$ cat config.mk
export PLATFORM = sky130hd
export DESIGN_NAME = saturating_accumulator_alu16
export DESIGN_NICKNAME = d
export VERILOG_FILES = /design/src/rtl/core/sacc_pkg.sv /design/src/rtl/core/sacc_addsub.sv /design/src/rtl/core/saturating_accumulator_alu16.sv
export SDC_FILE = /design/constraint.sdc
export NUM_CORES = 1
export LEC_CHECK = 0
export BUFFER_PORTS_ARGS = -buffer_cell sky130_fd_sc_hd__buf_2
export CAP_MARGIN = 0
export CORE_MARGIN = 1.5
export CORE_UTILIZATION = 45
export CTS_CLUSTER_SIZE = 10
export DETAILED_ROUTE_END_ITERATION = 7
export PLACE_DENSITY_LB_ADDON = 0.08
export SLEW_MARGIN = 5
export SYNTH_ARGS = -nofsm -noshare
export SYNTH_HDL_FRONTEND = slang
export SYNTH_SLANG_ARGS = --single-unit
$ cat constraint.sdc
create_clock -name clock -period 7.2 [get_ports clock]
set_clock_uncertainty 0.05 [all_clocks]
set_input_delay 0.36 -clock clock [delete_from_list [all_inputs] [get_ports clock]]
set_output_delay 0.36 -clock clock [all_outputs]
set_load 0.05 [all_outputs]
$ cat src/rtl/core/sacc_pkg.sv
`default_nettype none

package sacc_pkg;

   // Operation codes carried on req_op.
   localparam logic [3:0] OP_LOAD = 4'd0;
   localparam logic [3:0] OP_AND  = 4'd1;
   localparam logic [3:0] OP_OR   = 4'd2;
   localparam logic [3:0] OP_XOR  = 4'd3;
   localparam logic [3:0] OP_NOT  = 4'd4;
   localparam logic [3:0] OP_ADD  = 4'd5;
   localparam logic [3:0] OP_SUB  = 4'd6;
   localparam logic [3:0] OP_MUL  = 4'd7;
   localparam logic [3:0] OP_DIV  = 4'd8;
   localparam logic [3:0] OP_INC  = 4'd9;
   localparam logic [3:0] OP_DEC  = 4'd10;

   // Signed 16-bit limits.
   localparam logic [15:0] SAT_MAX = 16'h7FFF;
   localparam logic [15:0] SAT_MIN = 16'h8000;

   // Width of the shared adder and the iteration count of multiply and divide.
   localparam int UNIT_W = 18;
   localparam int ITER_N = 16;
   localparam int CNT_W  = 4;

   typedef logic [UNIT_W-1:0] unit_word_type;

   typedef enum logic [4:0] {
      ST_IDLE   = 5'b00001,
      ST_SETUP  = 5'b00010,
      ST_ITER   = 5'b00100,
      ST_POST   = 5'b01000,
      ST_FINISH = 5'b10000
   } state_type;

endpackage

`default_nettype wire

$ cat src/rtl/core/sacc_addsub.sv
`default_nettype none

// Shared adder and subtractor used by add, subtract, increment, decrement
// and every multiply and divide iteration.
module sacc_addsub
   import sacc_pkg::*;
(
   input  wire unit_word_type x,
   input  wire unit_word_type y,
   input  wire logic          sub,
   output unit_word_type      sum
);

   unit_word_type y_eff;

   // Subtraction adds the complement with a carry in of one.
   always_comb begin
      y_eff = sub ? ~y : y;
      sum   = x + y_eff + {{(UNIT_W-1){1'b0}}, sub};
   end

endmodule

`default_nettype wire

$ cat src/rtl/core/saturating_accumulator_alu16.sv
`default_nettype none

// Channel | Direction | Ports                                   | Transfer when
// req     | in        | req_op, req_operand, req_write_back     | req_valid & req_ready
// rsp     | out       | rsp_result, rsp_saturated,              | rsp_valid & rsp_ready
//         |           | rsp_divide_by_zero                      |
//
// Simple operations and divide by zero pass through the setup and finish
// steps before the result is registered; multiply and divide run setup,
// sixteen iteration passes through the shared 18-bit adder, post and
// finish. A new request is taken only after the previous item's finish.
// req_ready is high only while idle; synchronous reset clears the accumulator.
// A held result stalls the finish step, where the accumulator also updates.
module saturating_accumulator_alu16
   import sacc_pkg::*;
(
   input  wire logic        clock,
   input  wire logic        reset,
   input  wire logic        req_valid,
   output logic             req_ready,
   input  wire logic [3:0]  req_op,
   input  wire logic [15:0] req_operand,
   input  wire logic        req_write_back,
   output logic             rsp_valid,
   input  wire logic        rsp_ready,
   output logic [15:0]      rsp_result,
   output logic             rsp_saturated,
   output logic             rsp_divide_by_zero
);

   state_type        state_ff, state_in;
   logic [3:0]       op_ff, op_in;
   logic [15:0]      a_ff, a_in;
   logic [15:0]      b_ff, b_in;
   logic             wb_ff, wb_in;
   logic [16:0]      hi_ff, hi_in;
   logic [15:0]      lo_ff, lo_in;
   logic [15:0]      mcand_ff, mcand_in;
   logic             neg_ff, neg_in;
   logic [CNT_W-1:0] cnt_ff, cnt_in;
   logic [15:0]      res_ff, res_in;
   logic             sat_ff, sat_in;
   logic             dz_ff, dz_in;
   logic [15:0]      acc_ff, acc_in;
   logic             rsp_valid_ff, rsp_valid_in;
   logic [15:0]      rsp_result_ff, rsp_result_in;
   logic             rsp_sat_ff, rsp_sat_in;
   logic             rsp_dz_ff, rsp_dz_in;

   unit_word_type    unit_x, unit_y, unit_sum;
   logic             unit_sub;
   logic [16:0]      div_shift;
   logic [15:0]      abs_a, abs_b;
   logic [31:0]      mag;
   logic             out_free;

   sacc_addsub u_addsub (
      .x   (unit_x),
      .y   (unit_y),
      .sub (unit_sub),
      .sum (unit_sum)
   );

   assign req_ready          = (state_ff == ST_IDLE);
   assign rsp_valid          = rsp_valid_ff;
   assign rsp_result         = rsp_result_ff;
   assign rsp_saturated      = rsp_sat_ff;
   assign rsp_divide_by_zero = rsp_dz_ff;

   assign out_free  = !rsp_valid_ff || rsp_ready;
   assign div_shift = {hi_ff[15:0], lo_ff[15]};
   assign abs_a     = a_ff[15] ? (~a_ff + 16'd1) : a_ff;
   assign abs_b     = b_ff[15] ? (~b_ff + 16'd1) : b_ff;
   assign mag       = (op_ff == OP_MUL) ? {hi_ff[15:0], lo_ff} : {16'd0, lo_ff};

   // Operand selection for the shared adder.
   always_comb begin
      unit_x   = {{2{a_ff[15]}}, a_ff};
      unit_y   = {{2{b_ff[15]}}, b_ff};
      unit_sub = 1'b0;
      if (state_ff == ST_ITER) begin
         if (op_ff == OP_MUL) begin
            unit_x = {1'b0, hi_ff};
            unit_y = {2'b00, mcand_ff};
         end else begin
            unit_x   = {1'b0, div_shift};
            unit_y   = {2'b00, mcand_ff};
            unit_sub = 1'b1;
         end
      end else begin
         case (op_ff)
            OP_SUB: begin
               unit_sub = 1'b1;
            end
            OP_INC: begin
               unit_y = {{(UNIT_W-1){1'b0}}, 1'b1};
            end
            OP_DEC: begin
               unit_y   = {{(UNIT_W-1){1'b0}}, 1'b1};
               unit_sub = 1'b1;
            end
            default: begin
               unit_sub = 1'b0;
            end
         endcase
      end
   end

   // Sequencer and datapath next values.
   always_comb begin
      state_in      = state_ff;
      op_in         = op_ff;
      a_in          = a_ff;
      b_in          = b_ff;
      wb_in         = wb_ff;
      hi_in         = hi_ff;
      lo_in         = lo_ff;
      mcand_in      = mcand_ff;
      neg_in        = neg_ff;
      cnt_in        = cnt_ff;
      res_in        = res_ff;
      sat_in        = sat_ff;
      dz_in         = dz_ff;
      acc_in        = acc_ff;
      rsp_valid_in  = rsp_valid_ff && !rsp_ready;
      rsp_result_in = rsp_result_ff;
      rsp_sat_in    = rsp_sat_ff;
      rsp_dz_in     = rsp_dz_ff;

      case (state_ff)
         ST_IDLE: begin
            if (req_valid) begin
               op_in    = req_op;
               a_in     = acc_ff;
               b_in     = req_operand;
               wb_in    = req_write_back;
               state_in = ST_SETUP;
            end
         end

         // Simple operations and divide by zero compute their result here; multiply
         // and divide load their magnitudes and start iterating.
         ST_SETUP: begin
            sat_in   = 1'b0;
            dz_in    = 1'b0;
            res_in   = a_ff;
            state_in = ST_FINISH;
            hi_in    = 17'd0;
            cnt_in   = '0;
            neg_in   = a_ff[15] ^ b_ff[15];
            case (op_ff)
               OP_LOAD: res_in = b_ff;
               OP_AND:  res_in = a_ff & b_ff;
               OP_OR:   res_in = a_ff | b_ff;
               OP_XOR:  res_in = a_ff ^ b_ff;
               OP_NOT:  res_in = ~a_ff;
               OP_ADD, OP_SUB, OP_INC, OP_DEC: begin
                  if (unit_sum[16] != unit_sum[15]) begin
                     sat_in = 1'b1;
                     res_in = unit_sum[16] ? SAT_MIN : SAT_MAX;
                  end else begin
                     res_in = unit_sum[15:0];
                  end
               end
               OP_MUL: begin
                  lo_in    = abs_b;
                  mcand_in = abs_a;
                  state_in = ST_ITER;
               end
               OP_DIV: begin
                  if (b_ff == 16'd0) begin
                     dz_in  = 1'b1;
                     res_in = (a_ff == 16'd0) ? 16'd0 : SAT_MAX;
                  end else begin
                     lo_in    = abs_a;
                     mcand_in = abs_b;
                     state_in = ST_ITER;
                  end
               end
               default: res_in = a_ff;
            endcase
         end

         // One shift-add or one restoring divide step per cycle.
         ST_ITER: begin
            if (op_ff == OP_MUL) begin
               if (lo_ff[0]) begin
                  hi_in = {1'b0, unit_sum[16:1]};
                  lo_in = {unit_sum[0], lo_ff[15:1]};
               end else begin
                  hi_in = {1'b0, hi_ff[16:1]};
                  lo_in = {hi_ff[0], lo_ff[15:1]};
               end
            end else begin
               if (!unit_sum[UNIT_W-1]) begin
                  hi_in = unit_sum[16:0];
                  lo_in = {lo_ff[14:0], 1'b1};
               end else begin
                  hi_in = div_shift;
                  lo_in = {lo_ff[14:0], 1'b0};
               end
            end
            cnt_in = cnt_ff + 1'b1;
            if (cnt_ff == CNT_W'(ITER_N - 1)) begin
               state_in = ST_POST;
            end
         end

         // Apply the sign and clamp the magnitude to the 16-bit range.
         ST_POST: begin
            state_in = ST_FINISH;
            if (neg_ff) begin
               if (mag > 32'd32768) begin
                  sat_in = 1'b1;
                  res_in = SAT_MIN;
               end else begin
                  res_in = ~mag[15:0] + 16'd1;
               end
            end else begin
               if (mag > 32'd32767) begin
                  sat_in = 1'b1;
                  res_in = SAT_MAX;
               end else begin
                  res_in = mag[15:0];
               end
            end
         end

         // Hand the result to the output register and write back.
         ST_FINISH: begin
            if (out_free) begin
               rsp_valid_in  = 1'b1;
               rsp_result_in = res_ff;
               rsp_sat_in    = sat_ff;
               rsp_dz_in     = dz_ff;
               if (wb_ff) begin
                  acc_in = res_ff;
               end
               state_in = ST_IDLE;
            end
         end

         default: begin
            state_in = ST_IDLE;
         end
      endcase
   end

   // Control state and accumulator.
   always_ff @(posedge clock) begin
      if (reset) begin
         state_ff     <= ST_IDLE;
         rsp_valid_ff <= 1'b0;
         acc_ff       <= 16'd0;
         cnt_ff       <= '0;
      end else begin
         state_ff     <= state_in;
         rsp_valid_ff <= rsp_valid_in;
         acc_ff       <= acc_in;
         cnt_ff       <= cnt_in;
      end
   end

   // Payload registers.
   always_ff @(posedge clock) begin
      op_ff         <= op_in;
      a_ff          <= a_in;
      b_ff          <= b_in;
      wb_ff         <= wb_in;
      hi_ff         <= hi_in;
      lo_ff         <= lo_in;
      mcand_ff      <= mcand_in;
      neg_ff        <= neg_in;
      res_ff        <= res_in;
      sat_ff        <= sat_in;
      dz_ff         <= dz_in;
      rsp_result_ff <= rsp_result_in;
      rsp_sat_ff    <= rsp_sat_in;
      rsp_dz_ff     <= rsp_dz_in;
   end

endmodule

`default_nettype wire

==> results.cfg, run 1 <==
[layout]
final_cells = 1467
seq_area_um2 = 4210
final_area_um2 = 11500
fillers = 2178
area_growth_pct = 10.2
antenna_cells = 0
multiInputGateArea_um2 = 5810
layout.nets = 1247
drive_gt1_frac = 0.115

[setup_path]
reg2reg_to = res_ff[14]
cp_num_buf_inv = 0
worstPathArrival_ns = 6.34
path_cells = nor2b_1 > o21a_1 > nor2_1 > a22oi_1 > xor2_1 > ha_1 > a21oi_1 > o211ai_1 > or2_2 > a2111o_1 > a31oi_1 > xor2_1 > a21oi_1 > a21oi_1 > a221oi_1
cpMostUsedCell = a21oi_1
end_kind = flip-flop
cpPeakStageDelay_ns = 0.93
r2r_start = op_ff[0]
startpoint = op_ff[0]
timing.critical_path.from_type = flip-flop
crit_fanout = 19
r2r_cells = 15
cp_top_family = compound AO/OA/AOI/OAI gates
slowest_stage = a21oi_1
crit_type = flip-flop to flip-flop
worstPathRequired_ns = 7.40
rrSetupSlack_ns = 1.06

[synthesis]
synth-seq-cells = 149
synth_edf_count = 123
syn_nets = 1231
synth.avg_cell_area_um2 = 9.08
netlist_instances = 1153
yosys_most_used_dff = edfxtp_1
yosys.cell_types.count = 68
async_flop_share = 0
synth_area_leaders = edfxtp_1 (35%), ha_1 (6.2%), mux2i_1 (5.2%), dfxtp_1 (5.0%), nand2_1 (4.8%)
yosys.area.top_type = edfxtp_1
ys_seq_area_frac = 0.403
yosysTopAreaCellShare = 0.353
yosysWarnings = 0
netlist_area_um2 = 10500

[cts]
cts_tree = yes
cts_resized = 0
clock_sinks = 149
cts_buffers = 17
cts.hold.buffers_added = 0
cts_root_buf = clkbuf_16
cts.clk_slew.worst_paths_ns = 0.07
postCtsSetupRepairBufs = 0
htreeDepth = 4
clockBufferDepth = 2
clkLatencyLatePin_ns = 0.44

[sta]
rsz0062_at_grt = false
finalCritPeriodShare = 0.852
finalMaxSlewViolations = 0
final_hold_viol_count = 0
hold_ws_ns = 0.0414
tightest_slew_ns = 1.16
fin_ws_ns = 1.06
setup_tns_ns = 0
min_period_ns = 6.14
finalSetupViolations = 0
max_freq_mhz = 163
relSlewSlack = 0.228

[placed_design]
place_area_um2 = 11000
io_buffers = 44
dpl_worst_slack_ns = 1.25
gp_congestion = 1.01
dp_hpwl_um = 26700
dpl.cell_count = 1435

[outcome]
status = finished, final reports clean

[power_and_ir_drop]
p_leak_nw = 4.45
power_density_nw_per_um2 = 455
ir_worst_vdd_mv = 0.156

[grt]
grt_pass1_vias = 8517
busiest_layer = met2
grt_use_total = 0.303
grt_use_met3 = 0.0490
antenna_found_initial = 0
overflow = 0
grt_pass1_wl_um = 54000
grt_max_degree = 47
grtUsageMet2 = 0.451
grtUsageMet1 = 0.424

[detailed_routing]
drc = 0
vias = 9204
drt_iter0_drc = 962
wl_per_cell_um = 24.5
drt-total-wl_um = 35900
ant_nets = 0
vias_per_cell = 6.27
first_pass_iters = 6

[floorplan]
core_um2 = 22700
die_w_um = 156
row_count = 55
pin_count = 45
initial_core_util = 0.461
die_area_um2 = 24200
die_height_um = 156

[min_path]
hp-start = req_operand[12]
worstHoldEndpoint = b_ff[12]
hp-class = input port to flip-flop
hold_depth = 1

[run]
cap_violations = 0
[per-layer routing]
metal  part of all wire  wire (µm)  up-vias
met5                  0          0        -
met4              0.053       1910        0
met3              0.078       2790       85
met2               0.43      15600      444
met1               0.44      15700     4378
li1                   -          -     4297
[layout make-up]
cell class | count | share of cell area
clock inverters | 15 | 0.0137
multi-input cells | 885 | 0.504
repair buffers | 65 | 0.0328
well taps | 285 | 0.0309
flip-flops and latches | 149 | 0.365
clock buffers | 17 | 0.0369
inverters | 51 | 0.0166
[worst max path at each step]
stage	end	slack, ns	cells past startpoint
2_1_floorplan	res_ff[14]	2.40	16
3_3_place_gp	res_ff[14]	1.39	15
3_5_place_dp	res_ff[14]	1.25	15
4_1_cts	res_ff[14]	1.21	15
5_1_grt	res_ff[14]	0.56	15
6_report	res_ff[14]	1.06	15
[cells in the final DEF (no fill, tap or decap), drive strengths merged, types with 7 or more instances in the layout]
cell type,synthesis,routed
o21ai,82,82
a211oi,19,19
nand4,11,11
a21oi,95,95
nand2b,11,11
or3,9,9
mux2i,54,54
nor2b,15,15
o221ai,11,11
dfxtp,26,26
buf,11,65
a21o,8,8
edfxtp,123,123
ha,52,52
a22oi,17,17
nor2,104,104
o31ai,13,13
xor2,23,23
clkbuf,57,17
inv,51,60
nor3,17,17
nand3,21,21
mux2,21,21
o22ai,10,10
a31oi,35,35
nor4,7,7
nand2,135,135
xnor2,38,38
a221oi,7,7
o311ai,7,7
[synthesized netlist by cell type, types with 16 or more instances]
cell / number
dfxtp_1: 26
mux2_2: 20
ha_1: 52
xnor2_1: 38
a211oi_1: 18
a21oi_1: 95
clkbuf_1: 57
xor2_1: 23
mux2i_1: 54
nor3_1: 16
nor2_1: 103
inv_1: 51
edfxtp_1: 123
nand3_1: 21
a22oi_1: 17
nand2_1: 135
a31oi_1: 35
o21ai_0: 82
[per-stage QoR]
| stage | power [mW] | utilization |
|---|---|---|
| floorplan | 3.39 | - |
| global placement | 4.29 | 0.482 |
| detailed placement | 4.30 | 0.482 |
| CTS | 5.20 | 0.508 |
| global route | 5.53 | 0.508 |
| finish | 5.25 | 0.508 |
[state kept, by name, summed over array words and instances (netlist names)]
register            count
wb_ff                   1
dz_ff                   1
hi_ff                  17
rsp_saturated           1
cnt_ff                  4
rsp_divide_by_zero      1
acc_ff                 16
mcand_ff               16
op_ff                   4
rsp_result             16
res_ff                 16
state_ff                5
rsp_valid               1
a_ff                   16
b_ff                   16
lo_ff                  16
sat_ff                  1
neg_ff                  1
[report_power, final]
group	total (mW)	switching [mW]	internal [mW]
Sequential	1.43	0.265	1.17
Combinational	2.92	1.89	1.03
Clock	0.899	0.436	0.463
Total	5.25	2.59	2.66
[kinds of logic after synthesis]
logic type | Yosys count | synth area share
and+or+nand+nor | 354 | 0.154
AOI/OAI and AO/OA | 341 | 0.206
DFF | 149 | 0.403
buffers and inverters | 119 | 0.0458
muxes | 76 | 0.0764
xor gates and xnor gates | 61 | 0.0510
adders and majority gates | 53 | 0.0641
Note: power is estimated with default switching activity, not from simulation.
==> run 2: changes to the inputs <==
- BUFFER_PORTS_ARGS: -buffer_cell sky130_fd_sc_hd__buf_2 -> -buffer_cell sky130_fd_sc_hd__buf_4
- CORE_ASPECT_RATIO: not set -> 1.5
- MAX_ROUTING_LAYER: not set -> met4
==> results.cfg, run 2 (synthesis results as in run 1) <==
[sta]
finalSetupViolations = 0
min_period_ns = 6.16
rsz0062_at_grt = false
max_freq_mhz = 162
finalMaxSlewViolations = 0
finalCritPeriodShare = 0.855
setup_tns_ns = 0
tightest_slew_ns = 1.22
final_hold_viol_count = 0
relSlewSlack = 0.190

[grt]
grt_pass1_vias = 8925
grt_use_total = 0.326
antenna_found_initial = 1
grt_max_degree = 68
grt_pass1_wl_um = 55700
overflow = 0

[placed_design]
io_buffers = 44
gp_congestion = 1.01
dp_hpwl_um = 28500

[cts]
clock_sinks = 149
htreeDepth = 4
cts.clk_slew.worst_paths_ns = 0.07
postCtsSetupRepairBufs = 0
cts_tree = yes
clkLatencyLatePin_ns = 0.44
cts_buffers = 17
clockBufferDepth = 2
cts_resized = 0
cts.hold.buffers_added = 0
cts_root_buf = clkbuf_16

[layout]
largest_register_ff_count = 17
drive_gt1_frac = 0.112
antenna_cells = 0
fillers = 2162
area_growth_pct = 10.9
regMostFlops = hi_ff
seq_area_um2 = 4210
layout_commonest_cell = nand2_1
final_cell_mix = nand2_1 (135), edfxtp_1 (123), nor2_1 (100)
layout.nets = 1244
multiInputGateArea_um2 = 5810

[setup_path]
crit_fanout = 19
worstPathRequired_ns = 7.42
timing.critical_path.from_type = flip-flop
crit_type = flip-flop to flip-flop
worstPathArrival_ns = 6.37
end_kind = flip-flop

[power_and_ir_drop]
ir_worst_vdd_mv = 0.290
power_mw = 5.39
p_leak_nw = 4.47
power_density_nw_per_um2 = 464

[detailed_routing]
wl_per_cell_um = 25.7
vias_per_cell = 6.28
drc = 0
vias = 9156
ant_nets = 0
drt_iter0_drc = 1136
drt-total-wl_um = 37500
first_pass_iters = 6

[floorplan]
die_w_um = 128
row_count = 68
pin_count = 45
initial_core_util = 0.457
die_area_um2 = 24200
core_um2 = 22900
die_height_um = 190

[run]
cap_violations = 0

[min_path]
hp-class = input port to flip-flop

[outcome]
status = finished, final reports clean
## run 2: cell types whose count changed in the layout (fill, tap and decap cells not counted)
cell,delta
inv_8,-2
clkbuf_1,+2
clkinv_8,-3
nor2_2,+1
clkinv_2,+2
buf_4,+41
inv_6,-1
buf_2,-44
clkbuf_16,+2
nor2_1,-1
## run 2: path summary, 6_finish.rpt
kind,from,to,slack [ns],cells after the start
worst max-delay path,op_ff[1],res_ff[14],1.04,15
worst min-delay path,req_op[2],op_ff[2],0.05,1
worst max register to register,op_ff[1],res_ff[14],1.04,15
worst min register to register,acc_ff[13],a_ff[13],0.38,0
## run 2: metrics by stage
step / util / area (µm²) / std cells / hold slack [ns] / setup slack [ns]
global route: 0.507 / 11600 / 1459 / 0.0358 / 0.467
detailed placement: 0.482 / 11000 / 1427 / 0.364 / 1.13
global placement: 0.482 / 11000 / 1427 / 0.361 / 1.22
CTS: 0.507 / 11600 / 1459 / 0.0342 / 1.14
finish: 0.507 / 11600 / 1459 / 0.0465 / 1.04
floorplan: - / 10500 / 1153 / 0.350 / 2.40
## run 2: worst max-delay path: stages (launching register included)
cell and delay, ns:
edfxtp_1 0.75, nor2b_1 0.23, o21a_1 0.24, nor2_1 0.76, a22oi_1 0.18, xor2_1 0.21
ha_1 0.42, a21oi_1 0.27, o211ai_1 0.17, or2_2 0.31, a2111o_1 0.34, a31oi_1 0.36
xor2_1 0.21, a21oi_1 0.99, a21oi_1 0.16, a221oi_1 0.31
## run 2: per-layer routing
layer / vias up / wire length [µm] / track usage
li1: 4271 / - / -
met1: 4414 / 14300 / 0.377
met2: 370 / 18200 / 0.528
met3: 101 / 2110 / 0.0385
met4: 0 / 2800 / 0.224
met5: - / 0 / -
## run 2: final cells by class
class                           instances  area share
Sequential cell                       149       0.363
Inverter                               51      0.0165
Clock inverter                         11     0.00755
Tap cell                              280      0.0302
Multi-Input combinational cell        885       0.501
Clock buffer                           21      0.0416
Timing Repair Buffer                   62      0.0401
## run 2: power by group
part / switching [mW] / internal, mW
clock: 0.373 / 0.488
sequential: 0.280 / 1.17
combinational: 2.02 / 1.06
total: 2.68 / 2.71
